### src/hdl/lpht_pkg.sv
package lpht_pkg;

  typedef enum logic [1:0] {
    MODE_LOOKUP = 2'd0,
    MODE_INSERT = 2'd1,
    MODE_REMOVE = 2'd2
  } mode_e;

  typedef enum logic [1:0] {
    STATUS_DONE   = 2'd0,
    STATUS_ABSENT = 2'd1,
    STATUS_FULL   = 2'd2
  } status_e;

  localparam logic [1:0] CFG_KEY_BYTES   = 2'd0;
  localparam logic [1:0] CFG_VALUE_BYTES = 2'd1;
  localparam logic [1:0] CFG_MAX_ENTRIES = 2'd2;

  localparam logic [63:0] FNV_BASIS = 64'hcbf29ce484222325;
  localparam logic [8:0]  FNV_PRIME_LO = 9'h1b3;  // prime is 2^40 + 0x1b3

  function automatic logic [3:0] clamp_bytes(input logic [3:0] n, input logic [3:0] maxn);
    logic [3:0] m;
    m = (maxn < 4'd1) ? 4'd1 : ((maxn > 4'd8) ? 4'd8 : maxn);
    if (n < 4'd1) return 4'd1;
    if (n > m) return m;
    return n;
  endfunction

  function automatic logic [63:0] byte_mask(input logic [3:0] n);
    logic [63:0] m;
    for (int b = 0; b < 64; b++) begin
      m[b] = (7'(b) < {n[3:0], 3'b000});
    end
    return m;
  endfunction

  // one FNV-1a round: xor byte, multiply by the prime as shift plus a narrow product
  function automatic logic [63:0] fnv_round(input logic [63:0] h, input logic [7:0] b);
    logic [63:0] x;
    logic [72:0] p;
    x = h ^ {56'd0, b};
    p = x * FNV_PRIME_LO;
    return (x << 40) + p[63:0];
  endfunction

endpackage

### src/hdl/lpht_queue.sv
module lpht_queue import lpht_pkg::*; #(
  parameter int WIDTH = 8
) (
  input  logic             clk_i,
  input  logic             rst_ni,
  input  logic             push_i,
  input  logic [WIDTH-1:0] push_data_i,
  output logic             full_o,
  input  logic             pop_i,
  output logic             valid_o,
  output logic [WIDTH-1:0] pop_data_o
);

  logic [WIDTH-1:0] mem_q [2];
  logic             wr_q, wr_d, rd_q, rd_d;
  logic [1:0]       cnt_q, cnt_d;
  logic             do_push, do_pop;

  assign full_o     = (cnt_q == 2'd2);
  assign valid_o    = (cnt_q != 2'd0);
  assign pop_data_o = mem_q[rd_q];
  assign do_push    = push_i && !full_o;
  assign do_pop     = pop_i && valid_o;

  always_comb begin
    wr_d  = do_push ? ~wr_q : wr_q;
    rd_d  = do_pop ? ~rd_q : rd_q;
    cnt_d = cnt_q + {1'b0, do_push} - {1'b0, do_pop};
  end

  always_ff @(posedge clk_i or negedge rst_ni) begin
    if (!rst_ni) begin
      wr_q  <= 1'b0;
      rd_q  <= 1'b0;
      cnt_q <= 2'd0;
    end else begin
      wr_q  <= wr_d;
      rd_q  <= rd_d;
      cnt_q <= cnt_d;
    end
  end

  always_ff @(posedge clk_i) begin
    if (do_push) begin
      mem_q[wr_q] <= push_data_i;
    end
  end

endmodule

### config.mk
export PLATFORM = sky130hd
export DESIGN_NAME = lpht_queue
export DESIGN_NICKNAME = d
export VERILOG_FILES = /design/src/hdl/lpht_pkg.sv /design/src/hdl/lpht_queue.sv
export SDC_FILE = /design/constraint.sdc
export NUM_CORES = 1
export LEC_CHECK = 0
export ABC_AREA = 0
export BUFFER_PORTS_ARGS = -buffer_cell sky130_fd_sc_hd__buf_4
export CAP_MARGIN = 30
export CORE_MARGIN = 2
export CORE_UTILIZATION = 48
export DETAILED_ROUTE_END_ITERATION = 10
export PLACE_DENSITY = 0.71
export RECOVER_POWER = 100
export SYNTH_ARGS = -nofsm -noshare
export SYNTH_HDL_FRONTEND = slang
export SYNTH_SLANG_ARGS = --single-unit
### constraint.sdc
create_clock -name clk_i -period 2.15 [get_ports clk_i]
set_clock_uncertainty 0.05 [all_clocks]
set_input_delay 0.5375 -clock clk_i [delete_from_list [all_inputs] [get_ports clk_i]]
set_output_delay 0.5375 -clock clk_i [all_outputs]
set_load 0.02 [all_outputs]
=== Word-level counts from Yosys, hierarchy flattened ===
Memories as Yosys holds them, arrays and structs flattened.
Index checks and enable logic that the tools add are counted.

* Memories: 1
* Word-level logic and storage cells: 15
* Register bits: 4
* Bits of input ports: 12
* Memory bits (writable): 16
* Output and inout port bits: 10

* Equal/unequal tests: 1
* Reductions and logical operators: 4
* Bitwise logic cells: 2
* $add $sub $neg: 2
* Multiplexer cells: 2

{| class="wikitable"
|+ Memories
! name !! words !! width !! rd ports !! clocked after Yosys merged registers in !! wr ports !! RTL line !! text
|-
| mem_q || 2 || 8 || 1 || 0 || 1 || lpht_queue.sv:14 || <nowiki>logic [WIDTH-1:0] mem_q [2];</nowiki>
|}

{| class="wikitable"
|+ Operator list
! kind !! number
|-
| 2-bit by 1-bit adder with 2-bit output || 1
|-
| 2-bit equality test (second input constant) || 1
|-
| 1-bit logical AND || 2
|-
| 1-bit 2-to-1 mux || 2
|-
| 1-bit inverter || 2
|-
| 2-bit nonzero test || 1
|-
| 2-bit by 1-bit subtractor with 2-bit output || 1
|-
| 1-bit zero test || 1
|}

=== Logic depth before layout (Yosys ltp) ===
* Depth in word-level cells: 5
* Gate-level depth with buffers: 7
* Depth with buffers taken out: 7

=== Worst setup path after synthesis ===
Ideal clock, no wire load.

* Kind: register to register
* Start: reg cnt_q[1]
* End: reg cnt_q[1]
* Cell stages (with the launch flop): 8
* Library setup time: 123 ps
* Data arrival time: 1543 ps
* Buffers on the path: 0
* Slack: 434 ps
* Data required time: 1977 ps
* Period minus slack after synthesis: 1716 ps
* Cells stage by stage: dfrtp_1 -> or2_4 -> and2_4 -> ha_1 -> inv_1 -> ha_1 -> xnor2_1 -> xnor2_1

* Elaborated cells between the ends (all ways): 7
* Those cells by class: add/sub (2); eq/ne (1); reduce/logical (4)

{| class="wikitable"
|+ RTL lines
! what !! RTL line !! text
|-
| start: declaration || lpht_queue.sv:16 || <nowiki>logic [1:0] cnt_q, cnt_d;</nowiki>
|-
| start signal: assignment || lpht_queue.sv:39 || <nowiki>cnt_q <= cnt_d;</nowiki>
|-
| 2-bit nonzero test || lpht_queue.sv:20 || <nowiki>assign valid_o = (cnt_q != 2'd0);</nowiki>
|-
| named net valid_o || lpht_queue.sv:10 || <nowiki>output logic valid_o,</nowiki>
|-
| 1-bit logical AND || lpht_queue.sv:23 || <nowiki>assign do_pop = pop_i && valid_o;</nowiki>
|-
| named net do_pop || lpht_queue.sv:17 || <nowiki>logic do_push, do_pop;</nowiki>
|-
| 2-bit by 1-bit subtractor with 2-bit output || lpht_queue.sv:28 || <nowiki>cnt_d = cnt_q + {1'b0, do_push} - {1'b0, do_pop};</nowiki>
|-
| named net cnt_d[1] || lpht_queue.sv:16 ||
|}

The timed path passes the listed nets, and every way through them passes these cells.
A chain may end at the register's enable or synchronous reset.

=== Worst setup path in the final report ===
* Start: reg rd_q
* End: out pop_data_o[2]

* Longest elaborated chain between the ends: 1

{| class="wikitable"
|+ Ends and longest elaborated chain
! what !! RTL line !! text
|-
| start: declaration || lpht_queue.sv:15 || <nowiki>logic wr_q, wr_d, rd_q, rd_d;</nowiki>
|-
| start signal: assignment || lpht_queue.sv:38 || <nowiki>rd_q <= rd_d;</nowiki>
|-
| memory 2 x 8 bit || - ||
|-
| end: declaration || lpht_queue.sv:11 || <nowiki>output logic [WIDTH-1:0] pop_data_o</nowiki>
|}

Every way passes these cells.

==> metrics.cfg <==
[cts]
number_of_levels_in_the_clock_h_tree = 1
clkLatencyLatePin_ns = 0.29
post-cts-setup-buffer-count = 0
cts.path.max_buffers = 2
num_cts_buffers = 3
clock_sinks = 20
cell_chosen_for_the_clock_root = sky130_fd_sc_hd__clkbuf_4
cts_tree = done
worst_setup_hold_path_clk_slew_ns = 0.11

[grt]
grt_start_max_net_pins = 13
globalRoute.busiestLayer = met2
gr-usage-all-layers_pct = 14.51
grtUsageMet2_pct = 25.59
antenna_found_initial = 0
grt_first_pass_wirelength_um = 1911
first_global_vias = 452
global_route.usage.met1_pct = 13.37
globalRouteOverflowTotal = 0
global_route_met3_usage_pct = 6.531

[yosys]
ys_top_cells_by_area = sky130_fd_sc_hd__edfxtp_1 (62%), sky130_fd_sc_hd__dfrtp_1 (13%), sky130_fd_sc_hd__mux2_2 (12%)
synth_sequential_area_ratio_pct = 74.36
synth_fa_ha_area_share_pct = 3.205
synth_seq_cells = 20
postSynthAreaPerCell_sq_um = 18.16
syn-instance-count = 43
synth.most_common_cell = sky130_fd_sc_hd__edfxtp_1
yosys.area_share.simple_pct = 4.808
netlist_top_cells_count = sky130_fd_sc_hd__edfxtp_1 (16), sky130_fd_sc_hd__mux2_2 (8), sky130_fd_sc_hd__dfrtp_1 (4)
synth.distinct_cells = 14
netlist_area_sq_um = 780.7
synth_mux_area_share_pct = 11.54
synth-async-reset-ratio_pct = 20.00
ys.warnings.count = 0
netlist.top_cell.by_area = sky130_fd_sc_hd__edfxtp_1
syn-num-nets = 57
yosys_most_used_dff = sky130_fd_sc_hd__edfxtp_1
synth_top_area_share_pct = 61.54
synth_edf_count = 16
synth_compound_gate_area_share_pct = 0
post_synth_xor_area_fraction_pct = 4.487
dominant_combinational_cell_family_by_area_after_synthesis = multiplexers

[drt]
detailroute.via_count = 437
avg_wl_per_cell_um = 14.29
drt_first_iter_violations = 4
route.detailed.vias_per_inst = 5.141
drt_drc_violations_left = 0
route.final.wire_length_um = 1215
first_pass_iters = 5
antenna_viol_nets_final = 0

[timing]
final.setup.worst_slack_ns = 0.1346
final_layout_worst_hold_slack_ns = 0.3918
rsz_0062_raised_after_global_routing = false
fin_crit_sh_pct = 93.74
drv_slew = 0
timing.fmax_mhz = 496.2
setup-violations-final = 0
timing.slew.headroom_pct = 67.77
finalWorstPathRequiredPeriod_ns = 2.015
tightest_pin_transition_ns = 0.4834
final_hold_violations = 0
setup_total_negative_slack_ns = 0

[worst_hold_path]
hold_depth = 1
hp-class = input pin to register

[power_and_ir_drop]
leakage_power_nw = 0.3928
p_per_area_nw_per_um2 = 1416
p_sw_share_pct = 31.93
pwr-share-clk_pct = 21.5
pwr-share-comb_pct = 34.4
internal_mw = 0.9405
seq_power_share_pct = 44.1
vdd_ir_drop_max_uv = 810.7
power.switching_mw = 0.4411

[placement]
dpl_worst_slack_ns = 0.4135
placed_cells = 80
placement.io_buffers = 21
finalWeightedCongestion = 0.6667

[status]
outcome = finished clean

[floorplan]
dieArea_sq_um = 1965
initial_core_utilization_pct = 51.23
number_of_ports_placed_on_the_die_boundary = 22
die_w_um = 44.33
floorplan.die.height_um = 44.33
fp-row-count = 14
fp.coreArea_sq_um = 1524

[worst_setup_path]
cp_data_arrival_time_ns = 1.43
worst-r2r-cell-count = 7
worst_ep_required_time_ns = 1.56
critical_path_peak_fanout = 9
worstSetupPathType = register to primary output
worst_setup_path_end_kind = primary output
start_kind = register

[finish]
antennaDiodeCount = 0
final-instance-count-excl-fill = 85
layout-area-overhead-vs-synth_pct = 25.00
num-nets-final = 84
drive_gt1_share_pct = 42.03

[job]
timing.max_cap.violations = 0

[cells by family after synthesis]
group | count (synthesis)
buf+inv | 3
xor+xnor | 4
mux | 8
fa+ha+maj | 2
simple gates | 6
flops | 20
[per-stage QoR]
step	instance area, sq um	power [mW]	utilization (%)
floorplan	780.7	0.9743	-
global placement	960.9	1.162	63.05
detailed placement	960.9	1.179	63.05
CTS	1023	1.480	67.16
global route	975.9	1.464	64.04
finish	975.9	1.382	64.04
[routing by layer]
metal	wire, um	up-vias
met1	467	211
met4	45	0
met5	0	-
met3	42	4
li1	-	208
met2	658	14
[flip-flops by register name (all words and copies together), names as in the netlist]
register / count
mem_q: 16
cnt_q: 2
rd_q: 1
wr_q: 1
[cell usage in the layout, fill, tap and decap left out]
cell type,instances
sky130_fd_sc_hd__edfxtp_1,16
sky130_fd_sc_hd__clkbuf_4,9
sky130_fd_sc_hd__mux2_2,8
sky130_fd_sc_hd__clkbuf_2,8
sky130_fd_sc_hd__clkbuf_1,6
sky130_fd_sc_hd__dfrtp_1,4
sky130_fd_sc_hd__xnor2_1,3
sky130_fd_sc_hd__inv_1,2
sky130_fd_sc_hd__ha_1,2
sky130_fd_sc_hd__buf_4,2
sky130_fd_sc_hd__or2_2,1
sky130_fd_sc_hd__and2_0,1
sky130_fd_sc_hd__nand2b_1,1
sky130_fd_sc_hd__nand2_1,1
sky130_fd_sc_hd__and3_1,1
sky130_fd_sc_hd__nor2_1,1
sky130_fd_sc_hd__xor2_1,1
sky130_fd_sc_hd__bufinv_16,1
sky130_fd_sc_hd__dlygate4sd3_1,1
[power groups by stage]
stage	sequential (mW)	clock, mW	combinational [mW]
floorplan	0.579	0	0.395
global route	0.622	0.325	0.517
CTS	0.613	0.305	0.561
finish	0.610	0.296	0.475
global placement	0.617	0	0.544
detailed placement	0.621	0	0.558
[path summary, 6_finish.rpt]
kind                                start            end  slack [ns]
setup / recovery                     rd_q  pop_data_o[2]        0.13
hold / removal             push_data_i[3]    mem_q[0][3]        0.39
setup reg to reg                 cnt_q[1]       cnt_q[1]        0.31
hold reg to reg                      wr_q           wr_q        0.44
max in group asynchronous          rst_ni           wr_q        1.30
min in group asynchronous          rst_ni       cnt_q[0]        0.54
[timing repair]
item	CTS	global route
resized for setup	0	0
hold endpoints to repair	4	0
hold buffers	1	0
[critical path: stages, from the launching register on]
cell                       delay, ns
sky130_fd_sc_hd__dfrtp_1        0.59
sky130_fd_sc_hd__mux2_2         0.39
sky130_fd_sc_hd__clkbuf_2       0.16
[area by class of cell]
| class | count | area, sq um |
|---|---|---|
| multi-input combinational | 20 | 182.7 |
| tap | 16 | 20.02 |
| sequential | 20 | 580.6 |
| timing repair buffer | 23 | 132.6 |
| clock inverter | 1 | 30.03 |
| clock buffer | 3 | 22.52 |
| fill | 143 | 548.0 |
| inverter | 2 | 7.507 |
Note: power is estimated with default switching activity, not from simulation.
