**src/hdl/lpht_pkg.sv**
```systemverilog
package lpht_pkg;

  typedef enum logic [1:0] {
    MODE_LOOKUP = 2'd0,
    MODE_INSERT = 2'd1,
    MODE_REMOVE = 2'd2
  } mode_e;

  typedef enum logic [1:0] {
    STATUS_DONE   = 2'd0,
    STATUS_ABSENT = 2'd1,
    STATUS_FULL   = 2'd2
  } status_e;

  localparam logic [1:0] CFG_KEY_BYTES   = 2'd0;
  localparam logic [1:0] CFG_VALUE_BYTES = 2'd1;
  localparam logic [1:0] CFG_MAX_ENTRIES = 2'd2;

  localparam logic [63:0] FNV_BASIS = 64'hcbf29ce484222325;
  localparam logic [8:0]  FNV_PRIME_LO = 9'h1b3;  // prime is 2^40 + 0x1b3

  function automatic logic [3:0] clamp_bytes(input logic [3:0] n, input logic [3:0] maxn);
    logic [3:0] m;
    m = (maxn < 4'd1) ? 4'd1 : ((maxn > 4'd8) ? 4'd8 : maxn);
    if (n < 4'd1) return 4'd1;
    if (n > m) return m;
    return n;
  endfunction

  function automatic logic [63:0] byte_mask(input logic [3:0] n);
    logic [63:0] m;
    for (int b = 0; b < 64; b++) begin
      m[b] = (7'(b) < {n[3:0], 3'b000});
    end
    return m;
  endfunction

  // one FNV-1a round: xor byte, multiply by the prime as shift plus a narrow product
  function automatic logic [63:0] fnv_round(input logic [63:0] h, input logic [7:0] b);
    logic [63:0] x;
    logic [72:0] p;
    x = h ^ {56'd0, b};
    p = x * FNV_PRIME_LO;
    return (x << 40) + p[63:0];
  endfunction

endpackage

```
**src/hdl/lpht_front.sv**
```systemverilog
module lpht_front import lpht_pkg::*; #(
  parameter int SLOT_BITS   = 10,
  parameter int KEY_WIDTH   = 64,
  parameter int VALUE_WIDTH = 64
) (
  input  logic                   clk_i,
  input  logic                   rst_ni,
  input  logic                   in_valid_i,
  output logic                   in_stall_o,
  input  logic [1:0]             mode_i,
  input  logic [KEY_WIDTH-1:0]   key_i,
  input  logic [VALUE_WIDTH-1:0] value_i,
  input  logic                   hold_i,
  input  logic [3:0]             key_bytes_i,
  input  logic [63:0]            key_mask_i,
  input  logic [63:0]            value_mask_i,
  output logic                   push_o,
  input  logic                   full_i,
  output logic [1:0]             mode_o,
  output logic [KEY_WIDTH-1:0]   key_o,
  output logic [VALUE_WIDTH-1:0] value_o,
  output logic [SLOT_BITS-1:0]   home_o
);

  localparam logic [1:0] S_IDLE = 2'd0;
  localparam logic [1:0] S_HASH = 2'd1;
  localparam logic [1:0] S_PUSH = 2'd2;

  logic [1:0]             state_q, state_d;
  logic [2:0]             cnt_q, cnt_d;
  logic [63:0]            hash_q, hash_d;
  logic [1:0]             mode_q;
  logic [KEY_WIDTH-1:0]   key_q;
  logic [VALUE_WIDTH-1:0] value_q;
  logic [63:0]            key_wide;
  logic                   take;

  assign in_stall_o = (state_q != S_IDLE) || hold_i;
  assign take       = in_valid_i && !in_stall_o;
  assign key_wide   = 64'(key_q);
  assign push_o     = (state_q == S_PUSH);
  assign mode_o     = mode_q;
  assign key_o      = key_q;
  assign value_o    = value_q;
  assign home_o     = hash_q[63 -: SLOT_BITS];

  always_comb begin
    state_d = state_q;
    cnt_d   = cnt_q;
    hash_d  = hash_q;
    case (state_q)
      S_IDLE: begin
        if (take) begin
          state_d = S_HASH;
          cnt_d   = 3'd0;
          hash_d  = FNV_BASIS;
        end
      end
      S_HASH: begin
        hash_d = fnv_round(hash_q, 8'(key_wide >> {cnt_q, 3'b000}));
        cnt_d  = cnt_q + 3'd1;
        if ({1'b0, cnt_q} + 4'd1 == key_bytes_i) begin
          state_d = S_PUSH;
        end
      end
      S_PUSH: begin
        if (!full_i) state_d = S_IDLE;
      end
      default: state_d = S_IDLE;
    endcase
  end

  always_ff @(posedge clk_i or negedge rst_ni) begin
    if (!rst_ni) begin
      state_q <= S_IDLE;
    end else begin
      state_q <= state_d;
    end
  end

  always_ff @(posedge clk_i) begin
    cnt_q  <= cnt_d;
    hash_q <= hash_d;
    if (take) begin
      mode_q  <= mode_i;
      key_q   <= key_i & key_mask_i[KEY_WIDTH-1:0];
      value_q <= value_i & value_mask_i[VALUE_WIDTH-1:0];
    end
  end

endmodule

```
**config.mk**
```make
export PLATFORM = sky130hd
export DESIGN_NAME = lpht_front
export DESIGN_NICKNAME = d
export VERILOG_FILES = /design/src/hdl/lpht_pkg.sv /design/src/hdl/lpht_front.sv
export SDC_FILE = /design/constraint.sdc
export NUM_CORES = 1
export LEC_CHECK = 0
export ABC_AREA = 1
export BUFFER_PORTS_ARGS = -buffer_cell sky130_fd_sc_hd__buf_4
export CAP_MARGIN = 20
export CORE_MARGIN = 1.5
export CORE_UTILIZATION = 45
export CTS_CLUSTER_DIAMETER = 150
export DETAILED_ROUTE_END_ITERATION = 10
export PLACE_DENSITY = 0.68
export SETUP_SLACK_MARGIN = 0.05
export SLEW_MARGIN = 20
export SYNTH_ARGS = -nofsm -noshare
export SYNTH_HDL_FRONTEND = slang
export SYNTH_SLANG_ARGS = --single-unit
```
**constraint.sdc**
```tcl
create_clock -name clk_i -period 11.4 [get_ports clk_i]
set_clock_uncertainty 0.2 [all_clocks]
set_input_delay 0.57 -clock clk_i [delete_from_list [all_inputs] [get_ports clk_i]]
set_output_delay 0.57 -clock clk_i [all_outputs]
set_load 0.05 [all_outputs]
```
## Yosys cells after proc, flatten, opt, wreduce, memory -nomap -nowiden

Index checks and enable logic that the tools add are counted.

| storage, ports and cells | value |
|---|---|
| flip-flop bits (word level) | 199 |
| input port bits | 267 |
| output and inout bits | 142 |
| word-level logic and storage cells | 36 |

| operators by class | value |
|---|---|
| add/subtract/negate cells | 3 |
| multiply operators | 1 |
| eq/ne operators | 6 |
| shifts and indexed selects | 1 |
| mux-type cells | 8 |
| bitwise operators | 3 |
| reduce and logical (&&, ||, !) cells | 8 |

Operators with widths:

| operator | number |
|---|---|
| 64-bit AND | 2 |
| 64-bit case mux with 2 select lines | 1 |
| 64-bit adder | 1 |
| 64-bit by 9-bit multiplier with 64-bit output (second input constant) | 1 |
| 64-bit two-way mux | 1 |
| 64-bit by 6-bit >> shifter with 8-bit output | 1 |
| 64-bit by 8-bit XOR with 64-bit output | 1 |
| 2-bit two-way mux | 3 |
| 2-bit inequality test (second input constant) | 3 |
| 2-bit case mux with 3 select lines | 1 |
| 3-bit case mux with 2 select lines | 1 |
| 3-bit by 1-bit adder with 4-bit output (second input constant) | 1 |
| 4-bit == test | 1 |
| 2-bit nonzero test | 2 |
| 3-bit by 1-bit adder with 3-bit output (second input constant) | 1 |
| 3-bit two-way mux | 1 |
| 3-bit AND reduction | 1 |
| 2-bit by 1-bit == test with 1-bit output (second input constant) | 1 |
| 2-bit == test (second input constant) | 1 |
| 2-bit zero test | 1 |
| 2-bit AND reduction | 1 |
| 1-bit logical AND | 1 |
| 1-bit zero test | 1 |
| 1-bit logical OR | 1 |

## Logic depth before layout (Yosys ltp)

Gate-level depths: netlist of run 1.

| logic depth | value |
|---|---|
| depth in word-level cells | 6 |
| mapped depth | 32 |
| gate-level depth less buffers | 29 |

## Worst setup path before layout of run 1

OpenSTA, ideal clock, no wires.

| timing | value |
|---|---|
| path type | flip-flop to flip-flop |
| start point | register cnt_q[0] |
| end point | register hash_q[62], data pin |
| setup time | 268 ps |
| data arrival time | 4828 ps |
| data required time | 10932 ps |
| path slack | 6104 ps |
| cell stages (with the launch flop) | 28 |
| path buffers | 4 |
| period minus slack after synthesis | 5296 ps |
| path through | edfxtp_1 -> buf_6 -> buf_6 -> buf_4 -> o21ai_1 -> o221ai_1 -> o21ai_2 -> xor2_2 -> inv_1 -> ha_1 -> clkbuf_1 -> xor2_1 -> ha_1 -> a21oi_1 -> fa_1 -> fa_1 -> inv_1 -> ha_1 -> ha_1 -> nand2_1 -> nor2_1 -> nand2_1 -> nor2_1 -> nand2_1 -> nand3_1 -> nand2_1 -> nand3_1 -> nand3_1 |

| on the way | value |
|---|---|
| longest elaborated chain between the ends | 5 |

RTL lines:

| element | RTL line | text |
|---|---|---|
| from (decl) | lpht_front.sv:30 | `logic [2:0] cnt_q, cnt_d;` |
| from (signal assigned) | lpht_front.sv:82 | `cnt_q <= cnt_d;` |
| 64-bit by 6-bit >> shifter with 8-bit output (*) | lpht_front.sv:60 | `hash_d = fnv_round(hash_q, 8'(key_wide >> {cnt_q, 3'b000}));` |
| 64-bit by 8-bit XOR with 64-bit output (*) | lpht_pkg.sv:42 | `x = h ^ {56'd0, b};` |
| 64-bit by 9-bit multiplier with 64-bit output | lpht_pkg.sv:43 | `p = x * FNV_PRIME_LO;` |
| 64-bit adder (*) | lpht_pkg.sv:44 | `return (x << 40) + p[63:0];` |
| 64-bit case mux with 2 select lines (*) | lpht_front.sv:51 | `case (state_q)` |
| to (signal assigned) | lpht_front.sv:83 | `hash_q <= hash_d;` |
| to (decl) | lpht_front.sv:31 | `logic [63:0] hash_q, hash_d;` |

Mark *: on every way between the ends. The rest lies on a longest branch, timed or not.
A chain may end at the register's enable or synchronous reset.

## Worst setup path in the final report of run 1

| timing | value |
|---|---|
| start point | register cnt_q[1] |
| end point | register hash_q[63], data pin |

The elaborated chain is that of the path after synthesis.

==> results of run 1 <==
## flip-flops by register name, indices dropped and copies added, names as in the netlist
register  count
state_q       2
value_o      64
key_o        64
hash_q       64
cnt_q         3
mode_o        2
## routing by layer
| layer | vias up | routed length, um | track usage |
|---|---|---|---|
| met5 | - | 0 | 0 |
| met3 | 100 | 3840 | 0.0487 |
| met2 | 609 | 36600 | 0.541 |
| li1 | 8649 | - | - |
| met4 | 0 | 2760 | 0.121 |
| met1 | 8508 | 29100 | 0.369 |
## final cells by class
class,count,share of cell area
Clock buffer,17,0.0165
Clock inverter,15,0.00861
Inverter,730,0.107
Multi-Input combinational cell,1650,0.485
Sequential cell,199,0.232
Tap cell,607,0.0295
Timing Repair Buffer,415,0.121
## worst max-delay path by stage
stage / from / endpoint / depth (start not counted)
6_report: cnt_q[1]$_SDFFCE_PN0P_ / hash_q[63]$_SDFFCE_PN1P_ / 24
5_1_grt: cnt_q[1]$_SDFFCE_PN0P_ / hash_q[63]$_SDFFCE_PN1P_ / 24
4_1_cts: cnt_q[1]$_SDFFCE_PN0P_ / hash_q[63]$_SDFFCE_PN1P_ / 24
3_5_place_dp: cnt_q[1]$_SDFFCE_PN0P_ / hash_q[63]$_SDFFCE_PN1P_ / 24
3_3_place_gp: cnt_q[1]$_SDFFCE_PN0P_ / hash_q[63]$_SDFFCE_PN1P_ / 24
2_1_floorplan: cnt_q[0]$_SDFFCE_PN0P_ / hash_q[62]$_SDFFCE_PN1P_ / 27
## through the flow
step	utilization	worst slack, ns	cell area, um^2
finish	0.550	4.94	25700
global route	0.550	4.46	25700
CTS	0.550	4.97	25700
detailed placement	0.536	4.99	25100
global placement	0.536	5.14	25100
floorplan	-	6.10	21400
## cells by family after synthesis
| kind of cell | after synthesis | share of synthesized area |
|---|---|---|
| AOI/OAI and AO/OA | 164 | 0.0436 |
| xor gates and xnor gates | 45 | 0.0218 |
| adders and majority gates | 411 | 0.321 |
| buffers and inverters | 759 | 0.138 |
| DFF | 199 | 0.279 |
| and+or+nand+nor | 1030 | 0.196 |
## what timing repair did
item	CTS	global route
hold buffers	2	0
endpoints found under the hold margin	3	0
buffers inserted	0	0
## cell usage in the layout, fill, tap and decap left out, types with 8 or more instances in the layout
master,n
sky130_fd_sc_hd__nand3_2,8
sky130_fd_sc_hd__xnor2_1,18
sky130_fd_sc_hd__clkbuf_16,17
sky130_fd_sc_hd__buf_4,413
sky130_fd_sc_hd__o21ai_1,17
sky130_fd_sc_hd__edfxtp_1,197
sky130_fd_sc_hd__nor2_2,10
sky130_fd_sc_hd__nor2_1,170
sky130_fd_sc_hd__nor3_1,9
sky130_fd_sc_hd__o21ai_0,38
sky130_fd_sc_hd__nand4_1,11
sky130_fd_sc_hd__nand2_1,695
sky130_fd_sc_hd__nand3_1,92
sky130_fd_sc_hd__fa_1,231
sky130_fd_sc_hd__nand2_2,8
sky130_fd_sc_hd__a21o_1,9
sky130_fd_sc_hd__xor2_1,22
sky130_fd_sc_hd__ha_1,180
sky130_fd_sc_hd__a21oi_1,68
sky130_fd_sc_hd__inv_1,726
==> qor_table.md, run 1 <==
| Parameter | This run |
| --- | --- |
| Outcome | finished, final reports clean |
| Number of buffer cells added on primary ports | 408 |
| Maximum buffer depth of the clock tree | 2 |
| Setup repair after global routing missed its margin | false |
| Critical path, cell by cell | inv_2 -> o21ai_1 -> o221ai_1 -> o21ai_2 -> xor2_2 -> inv_1 -> ha_1 -> xor2_1 -> ha_1 -> a21oi_1 -> fa_1 -> fa_1 -> inv_1 -> ha_1 -> ha_1 -> nand2_1 -> nor2_1 -> nand2_1 -> nor3_1 -> nand2_1 -> nand2_1 -> nand2_1 -> nand3_1 -> nand3_1 |
| Most common cell on crit path | sky130_fd_sc_hd__nand2_1 |
| Clock slew seen by the registers of the worst setup and hold paths | 0.09 ns |
| Unique cell type count in the Yosys netlist | 47 |
| Maximum number of pins on one net before global-route repair | 67 |
| 1st-pass router iterations | 5 |
| FILL cells | 4434 |
| Startpoint type of the worst setup path | register |
| Overall fraction of global-route tracks in use | 0.304 |
| Height of the die | 221 um |
| Largest fanout of any net on the critical path | 24 |
| Count of clock tree sinks | 199 |
| Instance count after placement with tap cells included | 3599 |
| Core ar. | 46800 um^2 |
| Total global routing overflow | 0 |
| Sequential standard cell area | 5970 um^2 |
| Class of the tightest hold or removal check | input port to register |
| Synth top cells by count | sky130_fd_sc_hd__inv_1 (727), sky130_fd_sc_hd__nand2_1 (696), sky130_fd_sc_hd__fa_1 (231) |
| Wire length of the first global-routing pass | 110000 um |
| Die area | 48900 um^2 |
| Final slew viol count | 0 |
| Routed wire length | 72300 um |
| Flip-flop and latch count after synthesis | 199 |
| Top-count cell post-synth | sky130_fd_sc_hd__inv_1 |
| Remaining max-slew budget at the tightest pin | 0.422 |
| Avg Cell Area, Syn | 8.20 um^2 |
| Upper clock frequency limit | 155 MHz |
| DRC Markers | 0 |
| Launching point of the worst reg2reg path | cnt_q[1]$_SDFFCE_PN0P_ |
| Vias/cell | 4.92 |
| Count of standard-cell rows | 79 |
| Number of buffer and inverter instances along the worst setup path | 3 |
| Max_cap viols | 0 |
| Top post-synthesis cells by area | sky130_fd_sc_hd__edfxtp_1 (28%), sky130_fd_sc_hd__fa_1 (22%), sky130_fd_sc_hd__inv_1 (13%), sky130_fd_sc_hd__nand2_1 (12%), sky130_fd_sc_hd__ha_1 (11%) |
| Sequential-to-total area share from yosys stat | 0.279 |
| Master cell of the clock root buffer | sky130_fd_sc_hd__clkbuf_16 |
| Worst Reg-to-Reg Cells | 24 |
| Clock tree from TritonCTS | yes |
| Transition at the pin with the smallest max-transition slack | 0.867 ns |
| Number of design-rule violations left by the first detailed-router iteration | 1160 |
| Number of standard cells in the layout, taps in and fillers out | 3633 |
| Hold endpoint | mode_o[0]$_DFFE_PP_ |
| Via count of the first global-routing pass | 18800 |
| Kind of cell adding the most delay to the critical path | adder cells |
| Hold Vio Cnt, Final | 0 |
| Multi-input logic area | 12500 um^2 |
| X dimension of the die | 221 um |
| Worst-case hold slack | 0.0368 ns |
| Starting density of the core | 0.458 |
| Fraction of registers with async set/reset | 0.0101 |
| Cell type with the largest total area after synthesis | sky130_fd_sc_hd__edfxtp_1 |
| I/O pins | 409 |
| Critical Path RT | 11.43 ns |
| Fraction of post-synthesis cell area in the top cell type by area | 0.277 |
| Final-report setup violation count | 0 |
| Estimated wirelength of the detail-placed design | 63200 um |
| Clock insertion delay at the later pin of the skew report | 0.51 ns |
| Crit path max-delay cell type | sky130_fd_sc_hd__edfxtp_1 |
| Netlist Area Pre-Place | 21400 um^2 |
| Period utilization | 0.566 |
| Number of antenna violations at the first check in global routing | 0 |
| Post-DRT Antenna Nets | 0 |
| CTS-repair resized insts | 0 |
| Vias post-DR | 17900 |
| Number of buffers created by CTS | 17 |
| Critical path data arrival time | 6.48 ns |
| Capturing point of the worst reg2reg path | hash_q[63]$_SDFFCE_PN1P_ |
| Number of enable flip-flop cells after synthesis | 197 |
| Origin of the worst min-delay path | mode_i[0] |
| Critical Path Sink Type | register |
| Fraction of final layout cells with drive strength greater than 1 | 0.165 |
| CTS H-tree lvls | 4 |
| Synth Instances | 2608 |
| Final period demand of the worst path | 6.46 ns |
| Layout Area Growth over Synthesis | 20.3% |
| Top FF cell, synth | sky130_fd_sc_hd__edfxtp_1 |
| Aggregate negative setup slack | 0 ns |
| Post-DR wirelength/cell | 19.9 um |
| Critical setup path kind | register to register |
| Yosys warning total | 0 |
| Cell depth of the worst hold path | 1 |
| R2R setup slack | 4.94 ns |
| Max incr delay on CP | 0.83 ns |
| Net count, final | 3691 |
| Diode count | 0 |
| Placer Congestion | 1.04 |
| Synth Net Count | 3286 |
Power of run 1 is left out: the tool's default activity adds up to more than one toggle a clock period on the data nets, which glitch-free logic cannot reach.
==> inputs of run 2 (changes only) <==
Settings changed: ABC_AREA 1 to 0, PLACE_DENSITY 0.68 to 0.69.
Clock period 11.4 ns to 6.3 ns, I/O delays scaled along.
==> run 2 against run 1 <==
Worst setup slack got worse by 4.9 ns. Design area increased by 6.2%. Register-to-register slack got worse by 4.9 ns. Highest routed layer is now met5. Hold slack improved by 0.040 ns. Count of clock-buffer cells in the layout unchanged. Core utilization increased by 10 points. Critical path depth decreased by 1. Maximum frequency increased by 3.3%. Critical path type unchanged. Via count decreased by 13%. Global-route usage decreased by 0.58 points.
==> qor_table.md, run 2 <==
| Parameter | This run |
| --- | --- |
| Outcome | finished, final reports clean |
| Top post-synthesis cells by area | sky130_fd_sc_hd__edfxtp_1 (31%), sky130_fd_sc_hd__fa_1 (24%), sky130_fd_sc_hd__ha_1 (12%), sky130_fd_sc_hd__inv_1 (6.2%), sky130_fd_sc_hd__and2_1 (4.8%) |
| Fraction of final layout cells with drive strength greater than 1 | 0.268 |
| Final period demand of the worst path | 6.25 ns |
| Fraction of post-synthesis cell area in the top cell type by area | 0.309 |
| Die area | 43800 um^2 |
| Yosys warning total | 0 |
| Estimated wirelength of the detail-placed design | 49000 um |
| Overall fraction of global-route tracks in use | 0.299 |
| Core ar. | 41900 um^2 |
| Startpoint type of the worst setup path | register |
| Critical setup path kind | register to register |
| Clock tree from TritonCTS | yes |
| Synth Net Count | 2376 |
| Most frequent cells in the layout | sky130_fd_sc_hd__buf_4 (480), sky130_fd_sc_hd__inv_1 (309), sky130_fd_sc_hd__dlygate4sd3_1 (262), sky130_fd_sc_hd__fa_1 (229), sky130_fd_sc_hd__edfxtp_1 (197) |
| Post-DR wirelength/cell | 21.6 um |
| Netlist Area Pre-Place | 19100 um^2 |
| I/O pins | 409 |
| Number of buffers created by CTS | 17 |
| Class of the tightest hold or removal check | input port to register |
| Transition at the pin with the smallest max-transition slack | 0.897 ns |
| Critical Path RT | 6.42 ns |
| Count of standard-cell rows | 75 |
| Upper clock frequency limit | 160 MHz |
| Flip-flop and latch count after synthesis | 199 |
| Net count, final | 3101 |
| Starting density of the core | 0.456 |
| Avg Cell Area, Syn | 11.3 um^2 |
| Top FF cell, synth | sky130_fd_sc_hd__edfxtp_1 |
| Maximum number of pins on one net before global-route repair | 69 |
| Unique cell type count in the Yosys netlist | 70 |
| Critical path data arrival time | 6.37 ns |
| Number of buffer cells added on primary ports | 408 |
| Synth Instances | 1698 |
| Placer Congestion | 0.993 |
| Height of the die | 209 um |
| 1st-pass router iterations | 8 |
| Number of antenna violations at the first check in global routing | 5 |
| Largest fanout of any net on the critical path | 8 |
| Sequential-to-total area share from yosys stat | 0.312 |
| DRC Markers | 0 |
| Routed wire length | 64100 um |
| Clock insertion delay at the later pin of the skew report | 0.48 ns |
| Hold Vio Cnt, Final | 0 |
| Vias/cell | 5.23 |
| Number of enable flip-flop cells after synthesis | 197 |
| Master cell of the clock root buffer | sky130_fd_sc_hd__clkbuf_16 |
| Most common cell after layout, fill and taps aside | sky130_fd_sc_hd__buf_4 |
| Critical Path Sink Type | register |
| Vias post-DR | 15600 |
| Total global routing overflow | 0 |
| Fraction of registers with async set/reset | 0.0101 |
| Aggregate negative setup slack | 0 ns |
| Wire length of the first global-routing pass | 98700 um |
| Final-report setup violation count | 0 |
| Clock slew seen by the registers of the worst setup and hold paths | 0.08 ns |
| Remaining max-slew budget at the tightest pin | 0.402 |
| Number of design-rule violations left by the first detailed-router iteration | 1251 |
| Count of clock tree sinks | 199 |
| Maximum buffer depth of the clock tree | 2 |
| Post-DRT Antenna Nets | 0 |
| Via count of the first global-routing pass | 17300 |
| Max_cap viols | 0 |
| Layout Area Growth over Synthesis | 42.7% |
| Synth top cells by count | sky130_fd_sc_hd__inv_1 (314), sky130_fd_sc_hd__fa_1 (231), sky130_fd_sc_hd__edfxtp_1 (197) |
| CTS H-tree lvls | 4 |
| X dimension of the die | 209 um |
| Top-count cell post-synth | sky130_fd_sc_hd__inv_1 |
| Setup repair after global routing missed its margin | true |
| Final slew viol count | 0 |
| Cell type with the largest total area after synthesis | sky130_fd_sc_hd__edfxtp_1 |
| Period utilization | 0.992 |
==> run 2: cell type report <==
type                    instances  area, um^2
inverters                     314        1180
diodes                          1        2.50
multi-input cells            1140       12500
clock buffers                  17         425
clock inverters                14         189
well taps                     539         674
fillers                      3048       14600
flip-flops and latches        199        5970
repair buffers                751        6360
==> run 2: kinds of logic after synthesis <==
kind of cell             after synthesis  share of synthesized area
adder cells (fa/ha/maj)              411                      0.359
AND/OR/NAND/NOR                      377                      0.104
buffers and inverters                359                     0.0728
AO/OA/AOI/OAI                        224                     0.0818
flip-flops                           199                      0.312
XOR/XNOR                              98                     0.0448
multiplexers                          30                     0.0261
==> run 2: through the flow <==
step / utilization / setup slack [ns] / area [um^2] / cells / hold WS, ns
finish: 0.651 / 0.0496 / 27300 / 2975 / 0.0772
global route: 0.651 / -0.157 / 27300 / 2974 / 0.107
CTS: 0.637 / 0.0578 / 26700 / 2967 / 0.0313
detailed placement: 0.552 / -0.103 / 23100 / 2659 / -0.0995
global placement: 0.552 / -0.0382 / 23100 / 2659 / -0.101
floorplan: - / 0.0543 / 19200 / 1698 / -0.181
==> run 2: metal layers <==
metal,part of all wire,vias up,GRT usage
met3,0.066,118,0.0654
met5,0.00083,-,0
met4,0.029,8,0.0940
met1,0.41,7777,0.380
li1,-,7053,-
met2,0.50,602,0.509
==> run 2: worst paths after layout <==
path / start / endpoint / slack, ns / cells after the start
setup / recovery: cnt_q[0]$_SDFFCE_PN0P_ / hash_q[57]$_SDFFCE_PN1P_ / 0.05 / 23
hold / removal: key_bytes_i[2] / state_q[0]$_DFFE_PN0P_ / 0.08 / 4
max in group asynchronous: rst_ni / state_q[1]$_DFFE_PN0P_ / 5.24 / 3
hold reg to reg: state_q[0]$_DFFE_PN0P_ / state_q[1]$_DFFE_PN0P_ / 0.55 / 2
setup reg to reg: cnt_q[0]$_SDFFCE_PN0P_ / hash_q[57]$_SDFFCE_PN1P_ / 0.05 / 23
min in group asynchronous: rst_ni / state_q[0]$_DFFE_PN0P_ / 0.54 / 3
==> run 2: repair_timing <==
item | in CTS | in global routing
hold buffers | 262 | 0
gates resized for setup | 35 | 87
hold endpoints to repair | 134 | 0
pin swaps | 15 | 28
setup buffers | 15 | 9
endpoints found under the setup margin | 34 | 42
==> run 2: worst max-delay path, cell delays in order (launching register included) <==
cell                        delay (ns)
sky130_fd_sc_hd__edfxtp_1         0.38
sky130_fd_sc_hd__buf_12           0.16
sky130_fd_sc_hd__buf_12           0.14
sky130_fd_sc_hd__mux4_2           0.54
sky130_fd_sc_hd__mux2i_2          0.18
sky130_fd_sc_hd__xor2_1           0.16
sky130_fd_sc_hd__buf_4            0.17
sky130_fd_sc_hd__inv_4            0.05
sky130_fd_sc_hd__ha_4             0.16
sky130_fd_sc_hd__xor2_1           0.16
sky130_fd_sc_hd__ha_1             0.34
sky130_fd_sc_hd__fa_1             0.56
sky130_fd_sc_hd__fa_1             0.45
sky130_fd_sc_hd__ha_4             0.24
sky130_fd_sc_hd__ha_4             0.28
sky130_fd_sc_hd__nand2_4          0.05
sky130_fd_sc_hd__or3b_4           0.39
sky130_fd_sc_hd__a211o_4          0.37
sky130_fd_sc_hd__a21oi_4          0.17
sky130_fd_sc_hd__o2111ai_2        0.17
sky130_fd_sc_hd__nand3_4          0.19
sky130_fd_sc_hd__a31oi_4          0.14
sky130_fd_sc_hd__o31ai_4          0.21
sky130_fd_sc_hd__mux2i_1          0.22
Power of run 2 is left out for the same reason.
